`src/rtl/core/assert_macros.svh`:
```
// ---------------------------------------------------------------------------
// Assertion macros
// Shared concurrent assertion shorthands for the tokenizer RTL.
// ---------------------------------------------------------------------------
`ifndef ASSERT_MACROS_SVH
`define ASSERT_MACROS_SVH

// cond must hold at every clock edge outside reset
`define ASSERT_ALWAYS(lbl, clk, rst_n, cond, msg) \
    lbl: assert property (@(posedge clk) disable iff (!rst_n) (cond)) else $error(msg);

// cons must hold in the same cycle as ante
`define ASSERT_IMPLIES(lbl, clk, rst_n, ante, cons, msg) \
    lbl: assert property (@(posedge clk) disable iff (!rst_n) (ante) |-> (cons)) else $error(msg);

// cons must hold in the cycle after ante
`define ASSERT_NEXT(lbl, clk, rst_n, ante, cons, msg) \
    lbl: assert property (@(posedge clk) disable iff (!rst_n) (ante) |=> (cons)) else $error(msg);

`endif

```
`src/rtl/core/irc_tok_pkg.sv`:
```
// ---------------------------------------------------------------------------
// irc_tok_pkg
// Types and constants shared by the IRC tokenizer controller and datapath.
// ---------------------------------------------------------------------------
`default_nettype none

package irc_tok_pkg;

    localparam logic [7:0] CH_COLON = 8'h3A;
    localparam logic [7:0] CH_SPACE = 8'h20;
    localparam logic [7:0] CH_CR    = 8'h0D;
    localparam logic [7:0] CH_LF    = 8'h0A;

    localparam int PC_W     = 5;

    typedef enum logic [2:0] {
        MODE_LINE_START = 3'd0,
        MODE_PREFIX     = 3'd1,
        MODE_CMD_GAP    = 3'd2,
        MODE_COMMAND    = 3'd3,
        MODE_PARAM_LEAD = 3'd4,
        MODE_MIDDLE     = 3'd5,
        MODE_GAP        = 3'd6,
        MODE_TRAILING   = 3'd7
    } parse_mode_t;

    typedef enum logic [2:0] {
        ROLE_PREFIX   = 3'd0,
        ROLE_COMMAND  = 3'd1,
        ROLE_MIDDLE   = 3'd2,
        ROLE_TRAILING = 3'd3,
        ROLE_LINE_END = 3'd4
    } role_t;

    typedef enum logic [1:0] {
        WS_SPACE = 2'd0,
        WS_CR    = 2'd1,
        WS_LF    = 2'd2
    } ws_code_t;

    typedef enum logic [2:0] {
        ST_IDLE  = 3'd0,
        ST_READ  = 3'd1,
        ST_PROC  = 3'd2,
        ST_FINAL = 3'd3,
        ST_DONE  = 3'd4
    } ctrl_state_t;

    typedef struct packed {
        logic [7:0]      out_byte;
        role_t           role;
        logic [3:0]      param_index;
        logic            field_start;
        logic [PC_W-1:0] param_count;
        logic            overflow;
        logic            last;
    } result_t;

    typedef struct packed {
        logic hold_ws;     // store an incoming whitespace byte
        logic start;       // latch a byte or line end, arm the flush
        logic rd;          // read the held entry at the flush index
        logic proc_held;   // parse the held entry just read
        logic proc_final;  // parse the latched byte or close the line
        logic push_last;   // move the pending result out, marked last
    } ctrl_cmd_t;

    typedef struct packed {
        logic in_hold;     // offered byte goes to the hold store
        logic has_held;    // flush length of the offered item is nonzero
        logic last_held;   // current flush entry is the final one
        logic out_free;    // output register can take a result
        logic pend_valid;  // a result is waiting in the pending slot
    } ctrl_stat_t;

endpackage

`default_nettype wire

```
`src/rtl/core/irc_message_tokenizer_unit.sv`:
```
// ---------------------------------------------------------------------------
// irc_message_tokenizer_unit
// Byte-stream IRC line tokenizer with role tags, parameter index and count.
// ---------------------------------------------------------------------------
// Usage:
//   Slave side takes one line character per transfer in s_tdata, or a line
//   end when s_tuser is high (s_tdata ignored then). Master side gives one
//   tagged result per transfer; m_tlast marks the final result of an input.
//   Space, CR and LF go to the hold store without results. Any other
//   byte first replays the held whitespace through the parser, then
//   parses itself. The replay loop reads each held entry with a
//   registered read, then parses it. A line end replays only the held
//   bytes that survive stripping, then gives the line-end result
//   carrying the parameter count.
//   Results pass through a pending slot and the output register, so the
//   unit keeps parsing while a result waits; when m_tready stays low the
//   sequencer holds at the next result it must place, and input waits.
//   Reset returns the parser to line start with an empty hold store; no
//   clearing pass is needed and the unit is ready in the first cycle.
// ---------------------------------------------------------------------------
`default_nettype none

module irc_message_tokenizer_unit #(
    parameter int MAX_PARAMETERS = 15,
    parameter int HOLD_DEPTH     = 32
) (
    input  wire         clk,
    input  wire         rst_n,
    input  wire         s_tvalid,
    output logic        s_tready,
    input  wire  [7:0]  s_tdata,   // [7:0] data_byte
    input  wire         s_tuser,   // [0] line_end
    output logic        m_tvalid,
    input  wire         m_tready,
    output logic [23:0] m_tdata,   // [7:0] out_byte, [11:8] param_index,
                                   // [12] field_start, [17:13] param_count,
                                   // [18] overflow, [23:19] zero
    output logic [2:0]  m_tuser,   // [2:0] role
    output logic        m_tlast    // last result of the input transfer
);
    import irc_tok_pkg::*;

    ctrl_cmd_t  cmd;
    ctrl_stat_t stat;
    result_t    out_res;

    // sequencer: item acceptance, replay loop, item close
    irc_tok_ctrl u_ctrl (
        .clk      (clk),
        .rst_n    (rst_n),
        .s_tvalid (s_tvalid),
        .s_tready (s_tready),
        .stat     (stat),
        .cmd      (cmd)
    );

    // parse state, hold store and result registers
    irc_tok_dp #(
        .MAX_PARAMETERS (MAX_PARAMETERS),
        .HOLD_DEPTH     (HOLD_DEPTH)
    ) u_dp (
        .clk         (clk),
        .rst_n       (rst_n),
        .in_byte     (s_tdata),
        .in_line_end (s_tuser),
        .cmd         (cmd),
        .stat        (stat),
        .m_tready    (m_tready),
        .m_tvalid    (m_tvalid),
        .out_res     (out_res)
    );

    // pack the result fields, lowest field first
    assign m_tdata = {5'd0, out_res.overflow, out_res.param_count, out_res.field_start,
                      out_res.param_index, out_res.out_byte};
    assign m_tuser = out_res.role;
    assign m_tlast = out_res.last;

endmodule

`default_nettype wire

```
`src/rtl/core/irc_tok_ctrl.sv`:
```
// ---------------------------------------------------------------------------
// irc_tok_ctrl
// Sequencer: takes items, walks the held whitespace, closes each item.
// ---------------------------------------------------------------------------
`default_nettype none

module irc_tok_ctrl (
    input  wire                     clk,
    input  wire                     rst_n,
    input  wire                     s_tvalid,
    output logic                    s_tready,
    input  irc_tok_pkg::ctrl_stat_t stat,
    output irc_tok_pkg::ctrl_cmd_t  cmd
);
    import irc_tok_pkg::*;

    ctrl_state_t state_reg;
    ctrl_state_t state_next;

    always_ff @(posedge clk or negedge rst_n)
    begin
        if (!rst_n)
        begin
            state_reg <= ST_IDLE;
        end
        else
        begin
            state_reg <= state_next;
        end
    end

    always_comb
    begin
        state_next = state_reg;
        case (state_reg)
            ST_IDLE:
            begin
                if (s_tvalid && !stat.in_hold)
                begin
                    state_next = stat.has_held ? ST_READ : ST_FINAL;
                end
            end
            ST_READ:
            begin
                state_next = ST_PROC;
            end
            ST_PROC:
            begin
                if (stat.out_free)
                begin
                    state_next = stat.last_held ? ST_FINAL : ST_READ;
                end
            end
            ST_FINAL:
            begin
                if (stat.out_free)
                begin
                    state_next = ST_DONE;
                end
            end
            ST_DONE:
            begin
                if (!stat.pend_valid || stat.out_free)
                begin
                    state_next = ST_IDLE;
                end
            end
            default:
            begin
                state_next = ST_IDLE;
            end
        endcase
    end

    always_comb
    begin
        s_tready = 1'b0;
        cmd      = '0;
        case (state_reg)
            ST_IDLE:
            begin
                s_tready = 1'b1;
                if (s_tvalid)
                begin
                    cmd.hold_ws = stat.in_hold;
                    cmd.start   = !stat.in_hold;
                end
            end
            ST_READ:
            begin
                cmd.rd = 1'b1;
            end
            ST_PROC:
            begin
                cmd.proc_held = stat.out_free;
            end
            ST_FINAL:
            begin
                cmd.proc_final = stat.out_free;
            end
            ST_DONE:
            begin
                cmd.push_last = stat.pend_valid && stat.out_free;
            end
            default:
            begin
                cmd = '0;
            end
        endcase
    end

endmodule

`default_nettype wire

```
`src/rtl/core/irc_tok_dp.sv`:
```
// ---------------------------------------------------------------------------
// irc_tok_dp
// Datapath: hold store, parse state, pending and output result registers.
// ---------------------------------------------------------------------------
`default_nettype none
`include "assert_macros.svh"

module irc_tok_dp #(
    parameter int MAX_PARAMETERS = 15,
    parameter int HOLD_DEPTH     = 32
) (
    input  wire                     clk,
    input  wire                     rst_n,
    input  wire [7:0]               in_byte,
    input  wire                     in_line_end,
    input  irc_tok_pkg::ctrl_cmd_t  cmd,
    output irc_tok_pkg::ctrl_stat_t stat,
    input  wire                     m_tready,
    output logic                    m_tvalid,
    output irc_tok_pkg::result_t    out_res
);
    import irc_tok_pkg::*;

    localparam int CNT_W = $clog2(HOLD_DEPTH + 1);
    localparam int IDX_W = $clog2(HOLD_DEPTH);

    // hold store, no reset: only entries below the fill count are read
    ws_code_t hold_mem [HOLD_DEPTH];

    parse_mode_t     mode_reg,   mode_next;
    logic [PC_W-1:0] pc_reg,     pc_next;
    logic            fopen_reg,  fopen_next;
    logic            ovf_reg,    ovf_next;
    logic [CNT_W-1:0] held_count_reg, held_count_next;
    logic [CNT_W-1:0] lmark_reg,  lmark_next;   // one past the last CR/LF
    logic [CNT_W-1:0] nstrip_reg, nstrip_next;  // flush length at line end
    logic [CNT_W-1:0] idx_reg,    idx_next;
    logic [CNT_W-1:0] limit_reg,  limit_next;
    logic [7:0]       byte_q_reg;
    logic             lend_q_reg;
    ws_code_t         rdata_reg;
    logic             pend_valid_reg, pend_valid_next;
    result_t          pend_reg,       pend_next;
    logic             out_valid_reg,  out_valid_next;
    result_t          out_reg,        out_next;

    logic        in_ws;
    ws_code_t    in_code;
    logic        hold_ok;
    logic [7:0]  p_char;
    logic        do_proc;
    logic        p_sp;
    logic        p_col;
    logic        p_emit;
    logic        p_enter;
    role_t       p_role;
    parse_mode_t p_mode;
    logic        p_pc_inc;
    logic        p_ovf;
    logic        line_close;
    logic        emit_now;
    result_t     new_res;
    logic        out_free;

    assign in_ws   = (in_byte == CH_SPACE) || (in_byte == CH_CR) || (in_byte == CH_LF);
    assign in_code = (in_byte == CH_SPACE) ? WS_SPACE : ((in_byte == CH_CR) ? WS_CR : WS_LF);
    assign hold_ok = held_count_reg < CNT_W'(HOLD_DEPTH);
    assign out_free = !out_valid_reg || m_tready;

    always_comb
    begin
        stat.in_hold    = !in_line_end && in_ws;
        stat.has_held   = in_line_end ? (nstrip_reg != '0) : (held_count_reg != '0);
        stat.last_held  = CNT_W'(idx_reg + 1'b1) == limit_reg;
        stat.out_free   = out_free;
        stat.pend_valid = pend_valid_reg;
    end

    // character under parse: a held whitespace entry or the latched byte
    always_comb
    begin
        case (rdata_reg)
            WS_CR:   p_char = cmd.proc_held ? CH_CR : byte_q_reg;
            WS_LF:   p_char = cmd.proc_held ? CH_LF : byte_q_reg;
            default: p_char = cmd.proc_held ? CH_SPACE : byte_q_reg;
        endcase
    end

    assign do_proc    = cmd.proc_held || (cmd.proc_final && !lend_q_reg);
    assign line_close = cmd.proc_final && lend_q_reg;
    assign p_sp       = (p_char == CH_SPACE);
    assign p_col      = (p_char == CH_COLON);

    // one parse step
    always_comb
    begin
        p_emit   = 1'b0;
        p_enter  = 1'b0;
        p_role   = ROLE_PREFIX;
        p_mode   = mode_reg;
        p_pc_inc = 1'b0;
        p_ovf    = 1'b0;
        case (mode_reg)
            MODE_LINE_START:
            begin
                p_enter = 1'b1;
                if (p_col)
                begin
                    p_mode = MODE_PREFIX;
                end
                else if (p_sp)
                begin
                    p_mode = MODE_PARAM_LEAD;
                end
                else
                begin
                    p_mode = MODE_COMMAND;
                    p_emit = 1'b1;
                    p_role = ROLE_COMMAND;
                end
            end
            MODE_PREFIX:
            begin
                if (p_sp)
                begin
                    p_enter = 1'b1;
                    p_mode  = MODE_CMD_GAP;
                end
                else
                begin
                    p_emit = 1'b1;
                    p_role = ROLE_PREFIX;
                end
            end
            MODE_CMD_GAP:
            begin
                if (!p_sp)
                begin
                    p_enter = 1'b1;
                    p_mode  = MODE_COMMAND;
                    p_emit  = 1'b1;
                    p_role  = ROLE_COMMAND;
                end
            end
            MODE_COMMAND:
            begin
                if (p_sp)
                begin
                    p_enter = 1'b1;
                    p_mode  = MODE_PARAM_LEAD;
                end
                else
                begin
                    p_emit = 1'b1;
                    p_role = ROLE_COMMAND;
                end
            end
            MODE_PARAM_LEAD, MODE_GAP:
            begin
                if (!p_sp)
                begin
                    p_enter = 1'b1;
                    if (p_col)
                    begin
                        p_mode = MODE_TRAILING;
                    end
                    else
                    begin
                        p_mode = MODE_MIDDLE;
                        p_emit = 1'b1;
                        p_role = ROLE_MIDDLE;
                    end
                end
            end
            MODE_MIDDLE:
            begin
                if (p_sp)
                begin
                    p_enter = 1'b1;
                    p_mode  = MODE_GAP;
                    if (({1'b0, pc_reg} + 6'd1) < 6'(MAX_PARAMETERS))
                    begin
                        p_pc_inc = 1'b1;
                    end
                    else
                    begin
                        p_ovf = 1'b1;
                    end
                end
                else
                begin
                    p_emit = 1'b1;
                    p_role = ROLE_MIDDLE;
                end
            end
            default:
            begin
                p_emit = 1'b1;
                p_role = ROLE_TRAILING;
            end
        endcase
    end

    assign emit_now = (do_proc && p_emit) || line_close;

    always_comb
    begin
        new_res.last     = 1'b0;
        new_res.overflow = ovf_reg;
        if (line_close)
        begin
            new_res.out_byte    = 8'd0;
            new_res.role        = ROLE_LINE_END;
            new_res.param_index = pc_reg[3:0];
            new_res.field_start = 1'b0;
            new_res.param_count = pc_reg + 1'b1;
        end
        else
        begin
            new_res.out_byte    = p_char;
            new_res.role        = p_role;
            new_res.param_index = ((p_role == ROLE_MIDDLE) || (p_role == ROLE_TRAILING)) ?
                                  pc_reg[3:0] : 4'd0;
            new_res.field_start = p_enter || !fopen_reg;
            new_res.param_count = '0;
        end
    end

    always_comb
    begin
        mode_next       = mode_reg;
        pc_next         = pc_reg;
        fopen_next      = fopen_reg;
        ovf_next        = ovf_reg;
        held_count_next = held_count_reg;
        lmark_next      = lmark_reg;
        nstrip_next     = nstrip_reg;
        idx_next        = idx_reg;
        limit_next      = limit_reg;
        pend_valid_next = pend_valid_reg;
        pend_next       = pend_reg;
        out_valid_next  = out_valid_reg && !m_tready;
        out_next        = out_reg;

        if (cmd.hold_ws)
        begin
            if (hold_ok)
            begin
                held_count_next = CNT_W'(held_count_reg + 1'b1);
                if (in_code == WS_SPACE)
                begin
                    nstrip_next = lmark_reg;
                end
                else
                begin
                    if (lmark_reg != held_count_reg)
                    begin
                        nstrip_next = lmark_reg;
                    end
                    lmark_next = CNT_W'(held_count_reg + 1'b1);
                end
            end
            else
            begin
                ovf_next = 1'b1;
            end
        end

        if (cmd.start)
        begin
            limit_next      = in_line_end ? nstrip_reg : held_count_reg;
            idx_next        = '0;
            held_count_next = '0;
            lmark_next      = '0;
            nstrip_next     = '0;
        end

        if (cmd.proc_held)
        begin
            idx_next = CNT_W'(idx_reg + 1'b1);
        end

        if (do_proc)
        begin
            mode_next = p_mode;
            if (p_pc_inc)
            begin
                pc_next = pc_reg + 1'b1;
            end
            if (p_ovf)
            begin
                ovf_next = 1'b1;
            end
            if (p_emit)
            begin
                fopen_next = 1'b1;
            end
            else if (p_enter)
            begin
                fopen_next = 1'b0;
            end
        end

        // hold one result back so the final one of an item can be marked
        if (emit_now)
        begin
            if (pend_valid_reg)
            begin
                out_next       = pend_reg;
                out_valid_next = 1'b1;
            end
            pend_next       = new_res;
            pend_valid_next = 1'b1;
        end

        if (cmd.push_last)
        begin
            out_next        = pend_reg;
            out_next.last   = 1'b1;
            out_valid_next  = 1'b1;
            pend_valid_next = 1'b0;
        end

        if (line_close)
        begin
            mode_next  = MODE_LINE_START;
            pc_next    = '0;
            fopen_next = 1'b0;
            ovf_next   = 1'b0;
        end
    end

    always_ff @(posedge clk or negedge rst_n)
    begin
        if (!rst_n)
        begin
            mode_reg       <= MODE_LINE_START;
            pc_reg         <= '0;
            fopen_reg      <= 1'b0;
            ovf_reg        <= 1'b0;
            held_count_reg <= '0;
            lmark_reg      <= '0;
            nstrip_reg     <= '0;
            idx_reg        <= '0;
            limit_reg      <= '0;
            pend_valid_reg <= 1'b0;
            out_valid_reg  <= 1'b0;
        end
        else
        begin
            mode_reg       <= mode_next;
            pc_reg         <= pc_next;
            fopen_reg      <= fopen_next;
            ovf_reg        <= ovf_next;
            held_count_reg <= held_count_next;
            lmark_reg      <= lmark_next;
            nstrip_reg     <= nstrip_next;
            idx_reg        <= idx_next;
            limit_reg      <= limit_next;
            pend_valid_reg <= pend_valid_next;
            out_valid_reg  <= out_valid_next;
        end
    end

    always_ff @(posedge clk)
    begin
        pend_reg <= pend_next;
        out_reg  <= out_next;
        if (cmd.start)
        begin
            byte_q_reg <= in_byte;
            lend_q_reg <= in_line_end;
        end
        if (cmd.hold_ws && hold_ok)
        begin
            hold_mem[held_count_reg[IDX_W-1:0]] <= in_code;
        end
        if (cmd.rd)
        begin
            rdata_reg <= hold_mem[idx_reg[IDX_W-1:0]];
        end
    end

    assign m_tvalid = out_valid_reg;
    assign out_res  = out_reg;

    `ASSERT_ALWAYS(a_hold_bound, clk, rst_n, held_count_reg <= CNT_W'(HOLD_DEPTH), "hold count past depth")
    `ASSERT_ALWAYS(a_strip_order, clk, rst_n, (nstrip_reg <= lmark_reg) && (lmark_reg <= held_count_reg), "strip marks out of order")
    `ASSERT_IMPLIES(a_push_has_pend, clk, rst_n, cmd.push_last || emit_now, out_free, "result moved while output stalled")
    `ASSERT_NEXT(a_line_clears, clk, rst_n, line_close, (mode_reg == MODE_LINE_START) && (pc_reg == '0) && !ovf_reg && pend_valid_reg, "line state not cleared")

endmodule

`default_nettype wire

```
`config.mk`:
```
export PLATFORM = sky130hd
export DESIGN_NAME = irc_message_tokenizer_unit
export DESIGN_NICKNAME = d
export VERILOG_FILES = /design/src/rtl/core/irc_tok_pkg.sv /design/src/rtl/core/irc_message_tokenizer_unit.sv /design/src/rtl/core/irc_tok_ctrl.sv /design/src/rtl/core/irc_tok_dp.sv
export VERILOG_INCLUDE_DIRS = /design/src /design/src/rtl/core
export SDC_FILE = /design/constraint.sdc
export NUM_CORES = 1
export LEC_CHECK = 0
export CAP_MARGIN = 20
export CORE_ASPECT_RATIO = 0.9
export CORE_MARGIN = 8
export CORE_UTILIZATION = 60
export CTS_BUF_LIST = sky130_fd_sc_hd__clkbuf_4 sky130_fd_sc_hd__clkbuf_8
export DETAILED_ROUTE_END_ITERATION = 12
export DONT_BUFFER_PORTS = 1
export PLACE_DENSITY_LB_ADDON = 0.05
export SYNTH_ARGS = -nofsm -noshare
export SYNTH_HDL_FRONTEND = slang
export SYNTH_SLANG_ARGS = --single-unit
```
`constraint.sdc`:
```
create_clock -name clk -period 3.42 [get_ports clk]
set_input_delay 0.684 -clock clk [delete_from_list [all_inputs] [get_ports clk]]
set_output_delay 0.684 -clock clk [all_outputs]
set_load 0.02 [all_outputs]
```
Yosys cells after proc, flatten, opt, wreduce, memory -nomap -nowiden
Memory sizes are Yosys's and may differ from the RTL's. A register that Yosys moved wholly into a read port is not among the register bits.
Cells that the tools add are included.

word-level totals
  flip-flop bits (word level) = 99
  RAM bits = 64
  logic and storage cells = 207
  input port bits = 13
  memories = 1
  output and inout port bits = 30

operators by class
  $lt $le $gt $ge = 2
  reduce and logical (&&, ||, !) cells = 52
  eq/ne operators = 31
  mux-type cells = 90
  $add $sub $neg = 4

memories
  name           words  bits a word  rd ports  clocked after memory_dff  wr ports  RTL line          source
  u_dp.hold_mem  32     2            1         1                         1         irc_tok_dp.sv:28  ws_code_t hold_mem [HOLD_DEPTH];

operators with widths
  kind                                                    number
  2-to-1 mux 6 bit                                        15
  2-to-1 mux 23 bit                                       3
  2-to-1 mux 3 bit                                        15
  2-to-1 mux 1 bit                                        34
  case mux 3 bit (5 select lines)                         2
  equality test 8 x 6 -> 1 bit (second input constant)    3
  2-to-1 mux 8 bit                                        3
  equality test 3 x 2 -> 1 bit (second input constant)    6
  2-to-1 mux 2 bit                                        9
  case mux 3 bit (6 select lines)                         1
  equality test 8 x 4 -> 1 bit (second input constant)    2
  case mux 8 bit (2 select lines)                         1
  2-to-1 mux 5 bit                                        3
  nonzero test 2 bit                                      7
  adder 6 x 1 -> 6 bit (second input constant)            2
  equality test 3 bit (second input constant)             4
  nonzero test 6 bit                                      2
  2-to-1 mux 10 bit                                       1
  AND reduction 2 bit                                     5
  inequality test 3 x 1 -> 1 bit (second input constant)  3
  logical AND 1 bit                                       8
  logical OR 1 bit                                        8
  inequality test 2 x 1 -> 1 bit (second input constant)  4
  logical NOT 1 bit                                       7
  other kinds (23)                                        31

Depth between registers and ports, before layout
Gate-level depths: netlist (run 1).

  depth after elaboration = 13
  gate-level depth with buffers = 9
  depth with buffers taken out = 8

Modules after synthesis
Synthesis (run 1) repeated with hierarchy kept, for this count alone.

second synthesis, totals
  cell total of the unflattened synthesis = 564
  area total of the unflattened synthesis = 7440.9 um^2

modules (own cells, without submodules)
  module                      area each (um^2)  instances  sequential area each (um^2)  cells each
  irc_tok_dp                  7193.1            1          4644.5                       535
  irc_tok_ctrl                206.4             1          75.1                         23
  irc_message_tokenizer_unit  41.3              1          0.0                          6

Worst setup path before layout (run 1)
Ideal clock, no wire load.

  path kind = input-to-reg
  start = input m_tready
  end = register u_dp.out_reg (netlist bit u_dp.out_res[0])
  setup slack = 117 ps
  setup time = 197 ps
  required time = 3223 ps
  stages = 8
  path buffers = 2
  arrival time = 3106 ps
  path through = nand2b_1 -> buf_2 -> and2_1 -> buf_6 -> o211ai_1 -> nand2_1 -> a31oi_1 -> a22oi_1

on the way
  word-level cells in the longest chain between the ends = 11
  elaborated cells between the ends (all ways) = 22
  those cells by class = eq/ne (2); mux (12); reduce/logical (8)

RTL lines
  element                                                 RTL line                                              source
  start, declared                                         irc_message_tokenizer_unit.sv:34                      input wire m_tready,
  logical OR 1 bit (*)                                    irc_tok_dp.sv:68                                      assign out_free = !out_valid_reg || m_tready;
  2-to-1 mux 1 bit                                        irc_tok_ctrl.sv:79                                    case (state_reg)
  2-to-1 mux 8 bit, on equally long branches              irc_tok_dp.sv:85, irc_tok_dp.sv:83, irc_tok_dp.sv:84
  case mux 8 bit (2 select lines)                         irc_tok_dp.sv:82                                      case (rdata_reg)
  equality test 8 x 6 -> 1 bit, on equally long branches  irc_tok_dp.sv:92, irc_tok_dp.sv:91
  2-to-1 mux 1 bit, on equally long branches              --
  2-to-1 mux 1 bit, on equally long branches              irc_tok_dp.sv:160, irc_tok_dp.sv:107
  case mux 1 bit (3 select lines)                         irc_tok_dp.sv:103                                     case (mode_reg)
  logical AND 1 bit                                       irc_tok_dp.sv:204                                     assign emit_now = (do_proc && p_emit) || line_close;
  logical OR 1 bit (*)                                    irc_tok_dp.sv:204
  net u_dp.emit_now                                       irc_tok_dp.sv:61                                      logic emit_now;
  AND reduction 2 bit (no source line) (*)                --
  end signal, assigned                                    irc_tok_dp.sv:368                                     out_reg <= out_next;
  end, declared                                           irc_tok_dp.sv:45                                      result_t out_reg, out_next;

The timed path passes the listed nets; every way through them passes the cells marked *.
A chain may end at the register's enable or synchronous reset.

==> results by group, run 1 <==
Final layout
  – Storage cell area: 4720 sq um
  – Fin util: 0.6561
  – Final Cell Area: 8228 sq um
  – Area delta synth->final: 7.821%
  – # diodes: 0
  – Largest register FFs: 64
  – Commonest non-fill, non-tap cell in the layout: edfxtp_1
  – Nets: 643
  – Area of the multi-input gates: 2703 sq um
  – Share of post-route cells with drive strength above 1: 0.1183
  – Most frequent cells in the layout: edfxtp_1, nor2_1, dfrtp_1
  – Layout fillers: 929

STA
  – Final Slew Violations: 0
  – Fmax: 350.1 MHz
  – Setup_tns: 0 ps
  – Rel. slew slack: 0.5312
  – Fin crit share: 0.8352
  – Clock Skews: 9.467 ps
  – Final hold violations: 0
  – Final worst path period need: 2856 ps
  – RSZ-0062 raised after global routing: no
  – Worst Tran Pin Value: 694.2 ps
  – Final setup vio count: 0

Placement
  – DP HPWL: 10330 um
  – GP Congestion: 0.8797
  – IO Port Bufs: 0
  – Cell Area, Placed: 7807 sq um

Global routing
  – Global-route wire length before repair: 24280 um
  – Vias in the first global route: 4686
  – Tot GR Track Use: 0.1901
  – Initial antenna violation count: 0
  – GRT Residual Overflow: 0
  – Largest net degree at the start of global routing: 46

Drt
  – Wire length per cell: 18.70 um
  – Routed WL: 14920 um
  – # DRC: 0
  – Vias: 4721
  – Post-route ant nets: 0
  – 1st-iter DRT viols: 519
  – DR pass1 iterations: 6
  – Vias per inst: 5.916

Clock network
  – Worst-path clk slew: 90 ps
  – Clock sinks: 165
  – TritonCTS clock tree: built
  – CTS max path bufs: 2
  – CTS buffer count: 17
  – Worst skew pair latency: 450 ps
  – Htree depth: 4
  – CTS root buffer: clkbuf_8

Setup path
  – Slowest-stage cell, CP: buf_4
  – Startpoint types: register
  – Worst-path fanout max: 44
  – CP peak stage delay: 400 ps
  – R2r worst-path depth: 9
  – Critical Path AT: 3150 ps
  – Critical path cell sequence: inv_1 -> ha_1 -> o31ai_1 -> mux2i_1 -> o211ai_1 -> nand3_1 -> a41oi_4 -> buf_4 -> and2_1
  – Crit path required time: 3720 ps
  – Crit Path Category: register to register
  – Crit. End Element: register

Floorplanning
  – Core Box Area: 12540 sq um
  – Row count: 39
  – Die span in y: 123.0 um
  – Full die area: 16590 sq um
  – Ports: 43
  – Initial core utilization: 0.6085
  – Die Span X: 134.9 um

Worst hold path
  – Worst hold-check path type: input port to async pin

Pwr
  – Max rail drop VDD: 0.4840 mV
  – Static leakage: 3.096 nW
  – Pwr/cell area: 776.2 nW/um^2

Yosys
  – Synthesized flop and latch total: 165
  – Post-Syn Instances: 618
  – Synthesized area per cell: 12.35 sq um
  – Primary FF master, synth: edfxtp_1
  – Synthesized area: 7631 sq um
  – Share of flip-flops with an asynchronous set or reset: 0.2727
  – Synth warnings: 0
  – Post-synthesis sequential area ratio: 0.6185
  – Distinct cells, synth: 66
  – Post-synth EDFFs: 119

Job
  – Maxcap violations: 0

Outcome
  – Status: finished, final reports clean
-- synthesized netlist by cell type (2+ instances only) --
cell type / count / area [sq um]
edfxtp_1: 119 / 3573
nor2_1: 80 / 300.3
dfrtp_1: 45 / 1126
nand2_1: 38 / 142.6
mux2i_1: 29 / 290.3
a21oi_1: 28 / 140.1
and2_1: 25 / 156.4
inv_1: 19 / 71.32
clkbuf_1: 18 / 67.56
o21ai_0: 18 / 90.09
nand3_1: 17 / 85.08
nor2b_1: 11 / 68.82
nor3_1: 11 / 55.05
xor2_1: 11 / 96.34
mux4_2: 10 / 225.2
buf_2: 9 / 45.04
ha_1: 9 / 112.6
xnor2_1: 9 / 78.83
a31oi_1: 7 / 43.79
o221ai_1: 7 / 61.31
or3_1: 7 / 43.79
and3_1: 6 / 37.54
buf_4: 5 / 37.54
nand2b_1: 5 / 31.28
o211ai_1: 5 / 37.54
or2_2: 5 / 31.28
a21o_1: 4 / 30.03
a211o_1: 3 / 26.28
nand4_1: 3 / 18.77
nor4_1: 3 / 18.77
o2111ai_1: 3 / 26.28
o22ai_1: 3 / 18.77
o41ai_1: 3 / 26.28
a221oi_1: 2 / 17.52
buf_1: 2 / 7.510
mux2_2: 2 / 22.52
nand3b_1: 2 / 15.01
nor3b_1: 2 / 15.01
o21a_1: 2 / 15.01
o21bai_1: 2 / 15.01
o311ai_0: 2 / 17.52
o31ai_1: 2 / 15.01
or3b_2: 2 / 17.52
-- stage by stage --
step           worst slack [ps]  power [W]  hold slack [ps]  instances
6_report                  563.5   0.006387            75.48        798
5_1_grt                   356.2   0.006750            59.10        798
4_1_cts                   562.8   0.006444            55.79        798
3_5_place_dp              554.2   0.005029            390.0        765
3_3_place_gp              621.6   0.004934            390.1        765
2_1_floorplan             117.1   0.004574            388.4        622
-- worst max-delay path, delay by kind of cell, from the launching register on --
family | cells | cell delay [ps]
compound gates | 3 | 880
flops | 1 | 390
fa+ha+maj | 1 | 370
mux | 1 | 180
simple gates | 2 | 410
buf+inv | 2 | 460
-- worst paths after layout --
check,start,slack [ps],to
worst min register to register,u_dp.ovf_reg,480,u_dp.pend_reg[1]
worst max-delay path,u_dp.rdata_reg[0],560,u_dp.out_res[13]
worst max register to register,u_dp.rdata_reg[0],560,u_dp.out_res[13]
min in group clk,s_tdata[5],320,u_dp.byte_q_reg[5]
max in group asynchronous,rst_n,3140,u_ctrl.state_reg[1]
worst min-delay path,rst_n,80,u_dp.lmark_reg[5]
-- report_power, final --
part / internal [W] / switching, W / total, W / leakage (nW)
combinational: 0.000688 / 0.00104 / 0.00173 / 1.16
sequential: 0.00273 / 0.000551 / 0.00328 / 1.75
clock: 0.000661 / 0.000716 / 0.00138 / 0.185
total: 0.00408 / 0.00231 / 0.00639 / 3.10
-- what timing repair did --
item                                    CTS  global route
endpoints found under the setup margin    0             0
endpoints found under the hold margin    45             0
gates resized for setup                   0             0
hold buffers                              1             0
buffers inserted                          0             0
-- layout make-up --
cell class / count / share of cell area
sequential: 165 / 0.5736
multi-input combinational: 402 / 0.3285
clock buffer: 18 / 0.02935
tap: 164 / 0.02494
clock inverter: 14 / 0.01840
timing repair buffer: 15 / 0.01612
inverter: 20 / 0.009124
-- layer usage --
layer	track usage	wire [um]	up-vias
met5	0	0	-
met4	0.07498	318	0
met3	0.05199	1130	20
met2	0.3135	7271	151
met1	0.2360	6202	2291
li1	-	-	2259
-- kinds of logic after synthesis --
kind of cell | count (synthesis) | share of synthesized area
buffers and inverters | 55 | 0.03197
multiplexers | 41 | 0.07050
AND/OR/NAND/NOR | 225 | 0.1481
AO/OA/AOI/OAI | 102 | 0.09281
other | 1 | 0.0004914
flip-flops | 165 | 0.6185
XOR/XNOR | 20 | 0.02295
adder cells (fa/ha/maj) | 9 | 0.01476
(Power assumes the default switching activity.)
==> run 2, diff against run 1 <==
--- a/config.mk
+++ b/config.mk
@@ -6,10 +6,11 @@
 export SDC_FILE = /design/constraint.sdc
 export NUM_CORES = 1
 export LEC_CHECK = 0
+export ABC_AREA = 1
 export CAP_MARGIN = 20
 export CORE_ASPECT_RATIO = 0.9
 export CORE_MARGIN = 8
-export CORE_UTILIZATION = 60
+export CORE_UTILIZATION = 66
 export CTS_BUF_LIST = sky130_fd_sc_hd__clkbuf_4 sky130_fd_sc_hd__clkbuf_8
 export DETAILED_ROUTE_END_ITERATION = 12
 export DONT_BUFFER_PORTS = 1
==> constraint.sdc (replaced) <==
create_clock -name clk -period 2.9 [get_ports clk]
set_input_delay 0.58 -clock clk [delete_from_list [all_inputs] [get_ports clk]]
set_output_delay 0.58 -clock clk [all_outputs]
set_load 0.02 [all_outputs]
==> run 2 against run 1 <==
Net effect:
- clock power up 20%
- sequential cell count is the same
- synthesized area increased by 2.6%
- sequential power grew 16%
- global-route usage increased by 2.7 points
- combinational power increased by 60%
- utilization grew 7.8 points
- final area up 2.5%
- register-to-register slack got worse by 280 ps
- via count rose by 18%
- worst hold slack improved by 150 ps
- critical path type unchanged
- critical endpoint is now u_dp.out_res[7]
==> results by group, run 2 <==
STA
  – Final worst path period need: 2619 ps
  – Final hold violations: 0
  – Fin crit share: 0.9031
  – Fmax: 381.8 MHz
  – RSZ-0062 raised after global routing: no
  – Setup_tns: 0 ps
  – Rel. slew slack: 0.3889
  – Final setup vio count: 0
  – Final Slew Violations: 0
  – Clock Skews: 9.075 ps
  – Worst Tran Pin Value: 915.6 ps

Floorplanning
  – Initial core utilization: 0.6820
  – Die Span X: 130.8 um
  – Die span in y: 119.3 um
  – Ports: 43
  – Core Box Area: 11480 sq um
  – Row count: 37
  – Full die area: 15610 sq um

Setup path
  – CP dominant cell by count: nand2_4
  – Crit path required time: 3100 ps
  – Critical path cell sequence: inv_1 -> ha_1 -> nor2_1 -> nand2_1 -> nand3_1 -> nand2_2 -> nor2_4 -> nand2_4 -> a21oi_4 -> nand4_4 -> nand2_4 -> buf_4 -> o21ai_2
  – Crit Path Category: register to register
  – Startpoint types: register
  – Worst-path fanout max: 15
  – CP peak stage delay: 370 ps
  – Slowest-stage cell, CP: edfxtp_1
  – Critical Path AT: 2820 ps
  – Crit. End Element: register

Drt
  – Routed WL: 16270 um
  – # DRC: 0
  – Wire length per cell: 16.95 um
  – Post-route ant nets: 0
  – Vias: 5568
  – 1st-iter DRT viols: 533
  – Vias per inst: 5.800
  – DR pass1 iterations: 5

Yosys
  – Complex-gate fraction of the synthesized area: 0.1122
  – Most numerous cell in the Yosys netlist: nand2_1
  – Synthesized flop and latch total: 165
  – Post-Syn Instances: 783
  – Main combinational cell family by area after synthesis: simple AND/OR/NAND/NOR gates
  – Synthesized area per cell: 10.00 sq um
  – Post-synthesis sequential area ratio: 0.6027
  – Post-synth EDFFs: 119
  – Simple-gate share of the synthesized area: 0.1988
  – Synth warnings: 0
  – Primary FF master, synth: edfxtp_1
  – Synth top area cells: edfxtp_1, dfrtp_1, nand2_1, nor2_1, o21ai_0
  – Post-synthesis adder-cell area fraction: 0.01438
  – Share of flip-flops with an asynchronous set or reset: 0.2727
  – Post-synthesis xor/xnor area fraction: 0.01902
  – Dominant cell type by area after synthesis: edfxtp_1
  – Distinct cells, synth: 43
  – Commonest cells post-synth: nand2_1, nor2_1, edfxtp_1
  – Mux cell area share after synthesis: 0
  – Yosys top cell area share: 0.4564
  – Synthesized area: 7830 sq um

Final layout
  – Area delta synth->final: 7.686%
  – Most frequent cells in the layout: nand2_1, nor2_1, edfxtp_1
  – Post-route insts no fill: 960
  – Share of post-route cells with drive strength above 1: 0.1294
  – Largest register FFs: 64
  – Final Cell Area: 8432 sq um
  – # diodes: 0
  – Commonest non-fill, non-tap cell in the layout: nand2_1
  – Nets: 814

Global routing
  – GRT Residual Overflow: 0
  – Global-route wire length before repair: 26480 um
  – Tot GR Track Use: 0.2169
  – Initial antenna violation count: 0
  – Largest net degree at the start of global routing: 46
  – Vias in the first global route: 5333

Pwr
  – Pint: 0.004977 W
  – Sw frac: 0.3965
  – P_sw: 0.003270 W
  – Combinational fraction of design power: 0.336
  – Pwr/cell area: 978.1 nW/um^2
  – Sequential share of power: 0.464
  – Max rail drop VDD: 0.6539 mV
  – Clock share of power: 0.201
  – Static leakage: 3.383 nW

Placement
  – Cell Area, Placed: 7985 sq um
  – IO Port Bufs: 0
  – DP Cell Count: 927
  – DP HPWL: 11430 um
  – GP Congestion: 0.9373

Clock network
  – Clock sinks: 165
  – Worst-path clk slew: 90 ps
  – Htree depth: 4
  – TritonCTS clock tree: built
  – CTS buffer count: 17
  – CTS root buffer: clkbuf_8
  – Worst skew pair latency: 450 ps
  – CTS max path bufs: 2

Worst hold path
  – Worst hold-check path type: input port to register

Job
  – Maxcap violations: 0

Outcome
  – Status: finished, final reports clean
==> run 2: changes by cell type after synthesis, sizes merged, moves of 7 or more <==
cell   before  now
a21oi      28   11
and2       26    0
inv        19   56
mux2i      29    0
mux4       10    0
nand2      38  173
nand3      17   34
nor2       80  129
nor2b      11    0
nor3       12    5
o21ai      18   98
o22ai       3   24
or3         7    0
==> run 2: path summary, 6_finish.rpt <==
kind | to | slack [ps] | depth (start not counted) | from
setup / recovery | u_dp.out_res[7] | 280 | 13 | u_dp.rdata_reg[0]
hold / removal | u_dp.byte_q_reg[7] | 230 | 0 | s_tdata[7]
setup reg to reg | u_dp.out_res[7] | 280 | 13 | u_dp.rdata_reg[0]
hold reg to reg | u_dp.pend_reg[1] | 510 | 0 | u_dp.ovf_reg
max in group asynchronous | u_dp.idx_reg[3] | 2020 | 2 | rst_n
min in group asynchronous | u_dp.fopen_reg | 670 | 2 | rst_n
==> run 2: cell type report <==
type | count | area, sq um
clock buffer | 19 | 261.5
clock inverter | 12 | 145.1
fill | 847 | 3049
inverter | 59 | 225.2
multi-input combinational | 532 | 2723
sequential | 165 | 4720
tap | 156 | 195.2
timing repair buffer | 17 | 162.7
==> run 2: power by group through the flow <==
stage          clock (W)  sequential [W]  combinational, W
4_1_cts          0.00168         0.00383           0.00275
3_5_place_dp           0         0.00389           0.00271
6_report         0.00165         0.00382           0.00277
3_3_place_gp           0         0.00386           0.00262
5_1_grt          0.00176         0.00389           0.00308
2_1_floorplan          0         0.00374           0.00221
==> run 2: per-layer routing <==
metal / GRT usage / wire length (um) / vias to the layer above
li1: - / - / 2668
met1: 0.3031 / 7420 / 2639
met2: 0.3260 / 7296 / 234
met3: 0.05932 / 1288 / 27
met4: 0.06237 / 262 / 0
met5: 0 / 0 / -
==> run 2: kinds of logic after synthesis <==
group           count (synthesis)
buf+inv                        90
xor+xnor                       17
flops                         165
other cells                     1
compound gates                146
fa+ha+maj                       9
simple gates                  355
==> run 2: critical path, delay by kind of cell (launching register included) <==
family,cells,cell delay (ps)
and+or+nand+nor,8,1120
DFF,1,370
adders and majority gates,1,340
buffers and inverters,2,320
AOI/OAI and AO/OA,2,230
==> run 2: what timing repair did <==
item / 4_1_cts / 5_1_grt
resized for setup: 0 / 2
buffers inserted: 0 / 0
hold buffers: 2 / 0
endpoints found under the hold margin: 45 / 0
setup endpoints to repair: 0 / 22
==> run 2: stage by stage <==
step	hold WS, ps	power (W)	setup slack (ps)	util
2_1_floorplan	284.4	0.005957	115.8	-
3_3_place_gp	285.9	0.006481	302.3	0.6955
3_5_place_dp	285.8	0.006599	178.3	0.6955
4_1_cts	199.2	0.008257	152.9	0.7342
5_1_grt	192.4	0.008732	73.37	0.7344
6_report	225.6	0.008247	281.0	0.7344
==> run 3, diff against run 2 <==
--- a/config.mk
+++ b/config.mk
@@ -14,6 +14,7 @@
 export CTS_BUF_LIST = sky130_fd_sc_hd__clkbuf_4 sky130_fd_sc_hd__clkbuf_8
 export DETAILED_ROUTE_END_ITERATION = 12
 export DONT_BUFFER_PORTS = 1
+export MAX_ROUTING_LAYER = met4
 export PLACE_DENSITY_LB_ADDON = 0.05
 export SYNTH_ARGS = -nofsm -noshare
 export SYNTH_HDL_FRONTEND = slang
==> run 3 against run 2 <==
Net effect:
- cell count did not move
- largest power group unchanged
- sequential share of layout area about the same
- utilization fell by 0.054 points
- total power increased by 0.34%
- combinational power up 2%
- die area did not move
- highest routed layer unchanged
- first-iteration DRC count rose by 30%
==> results by group, run 3 (synthesis gave the netlist of run 2 again) <==
Drt
  – Post-route ant nets: 0
  – Routed WL: 16340 um
  – Vias per inst: 5.796
  – Wire length per cell: 17.03 um
  – 1st-iter DRT viols: 695
  – # DRC: 0
  – Vias: 5564
  – DR pass1 iterations: 5

STA
  – Fin Hold WS: 217.3 ps
  – Final hold violations: 0
  – RSZ-0062 raised after global routing: no
  – Final setup vio count: 0
  – Setup_tns: 0 ps
  – Rel. slew slack: 0.3677
  – Worst Tran Pin Value: 947.5 ps
  – Clock Skews: 14.55 ps
  – Final Slew Violations: 0
  – Fin crit share: 0.9098
  – Fmax: 379.0 MHz
  – Final worst path period need: 2639 ps

Floorplanning
  – Die Span X: 130.8 um
  – Row count: 37
  – Initial core utilization: 0.6820
  – Ports: 43
  – Core Box Area: 11480 sq um
  – Full die area: 15610 sq um
  – Die span in y: 119.3 um

Setup path
  – Worst-path fanout max: 22
  – CP peak stage delay: 410 ps
  – Worst setup endpoint: u_dp.pend_reg[11]
  – Crit. Startpoint: u_dp.rdata_reg[1]
  – R2R Setup Slk: 260 ps
  – R2r worst-path depth: 11
  – Critical Path AT: 2750 ps
  – Critical R2R Launch: u_dp.rdata_reg[1]
  – Critical path cell sequence: ha_1 -> or2_2 -> nand3_1 -> nand3_1 -> nand2_2 -> nor2_4 -> nand2_4 -> nand3_2 -> nand4_4 -> nand2_4 -> inv_2
  – Slowest-stage cell, CP: edfxtp_1
  – Crit path required time: 3010 ps
  – Startpoint types: register
  – RR Endpoint: u_dp.pend_reg[11]
  – Crit Path Category: register to register
  – Crit. End Element: register

Clock network
  – Htree depth: 4
  – Post-CTS setup buffers: 0
  – TritonCTS clock tree: built
  – CTS max path bufs: 2
  – Clock sinks: 165
  – CTS root buffer: clkbuf_8
  – CTS buffer count: 17
  – Worst skew pair latency: 470 ps
  – Worst-path clk slew: 80 ps

Pwr
  – Pwr/cell area: 982.1 nW/um^2
  – Static leakage: 3.390 nW
  – Max rail drop VDD: 0.7468 mV

Global routing
  – Tot GR Track Use: 0.2309
  – Largest net degree at the start of global routing: 46
  – GRT Residual Overflow: 0
  – Vias in the first global route: 5393
  – Initial antenna violation count: 0
  – Global-route wire length before repair: 27050 um

Final layout
  – Nets: 813
  – Commonest non-fill, non-tap cell in the layout: nand2_1
  – Post-route insts no fill: 960
  – Most frequent cells in the layout: nand2_1, nor2_1, edfxtp_1
  – Fin util: 0.7339
  – Area delta synth->final: 7.606%
  – Share of post-route cells with drive strength above 1: 0.1281
  – Largest register FFs: 64
  – # diodes: 0

Placement
  – DP Cell Count: 926
  – GP Congestion: 0.9201
  – IO Port Bufs: 0
  – DP HPWL: 11230 um

Outcome
  – Status: finished, final reports clean

Job
  – Maxcap violations: 0

Worst hold path
  – Worst hold-check path type: input port to register
## run 3: metal layers
metal | share of wire | vias up | routed length [um] | track usage
li1 | - | 2672 | - | -
met1 | 0.47 | 2641 | 7700 | 0.3179
met2 | 0.44 | 224 | 7221 | 0.3270
met3 | 0.070 | 27 | 1143 | 0.05620
met4 | 0.017 | 0 | 278 | 0.08315
met5 | 0 | - | 0 | -
## run 3: final cells by class
type	instances	area [sq um]
flip-flops and latches	165	4720
fillers	839	3055
multi-input cells	532	2723
clock buffers	21	270.3
inverters	59	222.7
well taps	156	195.2
repair buffers	16	167.7
clock inverters	11	127.6
## run 3: timing repair
item,CTS,global route
setup endpoints to repair,0,0
hold buffers,2,0
resized for setup,0,0
endpoints found under the hold margin,45,0
## run 3: worst max-delay path: cells and delay by family (launching register included)
family	cells	cell delay, ps
simple gates	9	1190
flops	1	410
buf+inv	1	350
fa+ha+maj	1	340
## run 3: where the power goes
group / switching (W) / internal [W]
clock network: 0.000821 / 0.000820
logic: 0.00191 / 0.000912
registers: 0.000547 / 0.00326
total: 0.00328 / 0.00499
## run 3: per-stage QoR
step	worst slack, ps	cell area [sq um]	power, W
floorplan	115.8	7853	0.005957
global placement	329.7	7990	0.006528
detailed placement	230.4	7990	0.006647
CTS	264.6	8426	0.008290
global route	107.3	8426	0.008783
finish	261.5	8426	0.008275
## run 3: worst min-delay path by stage
stage	from	endpoint	slack, ps	depth (start not counted)
after floorplan	rst_n	u_ctrl.state_reg[0]	280	0
after global placement	rst_n	u_dp.lmark_reg[4]	290	0
after detailed placement	rst_n	u_dp.lmark_reg[4]	290	0
after CTS	s_tdata[7]	u_dp.byte_q_reg[7]	190	0
after global routing	s_tdata[3]	u_dp.byte_q_reg[3]	180	0
final	s_tdata[4]	u_dp.byte_q_reg[4]	220	0
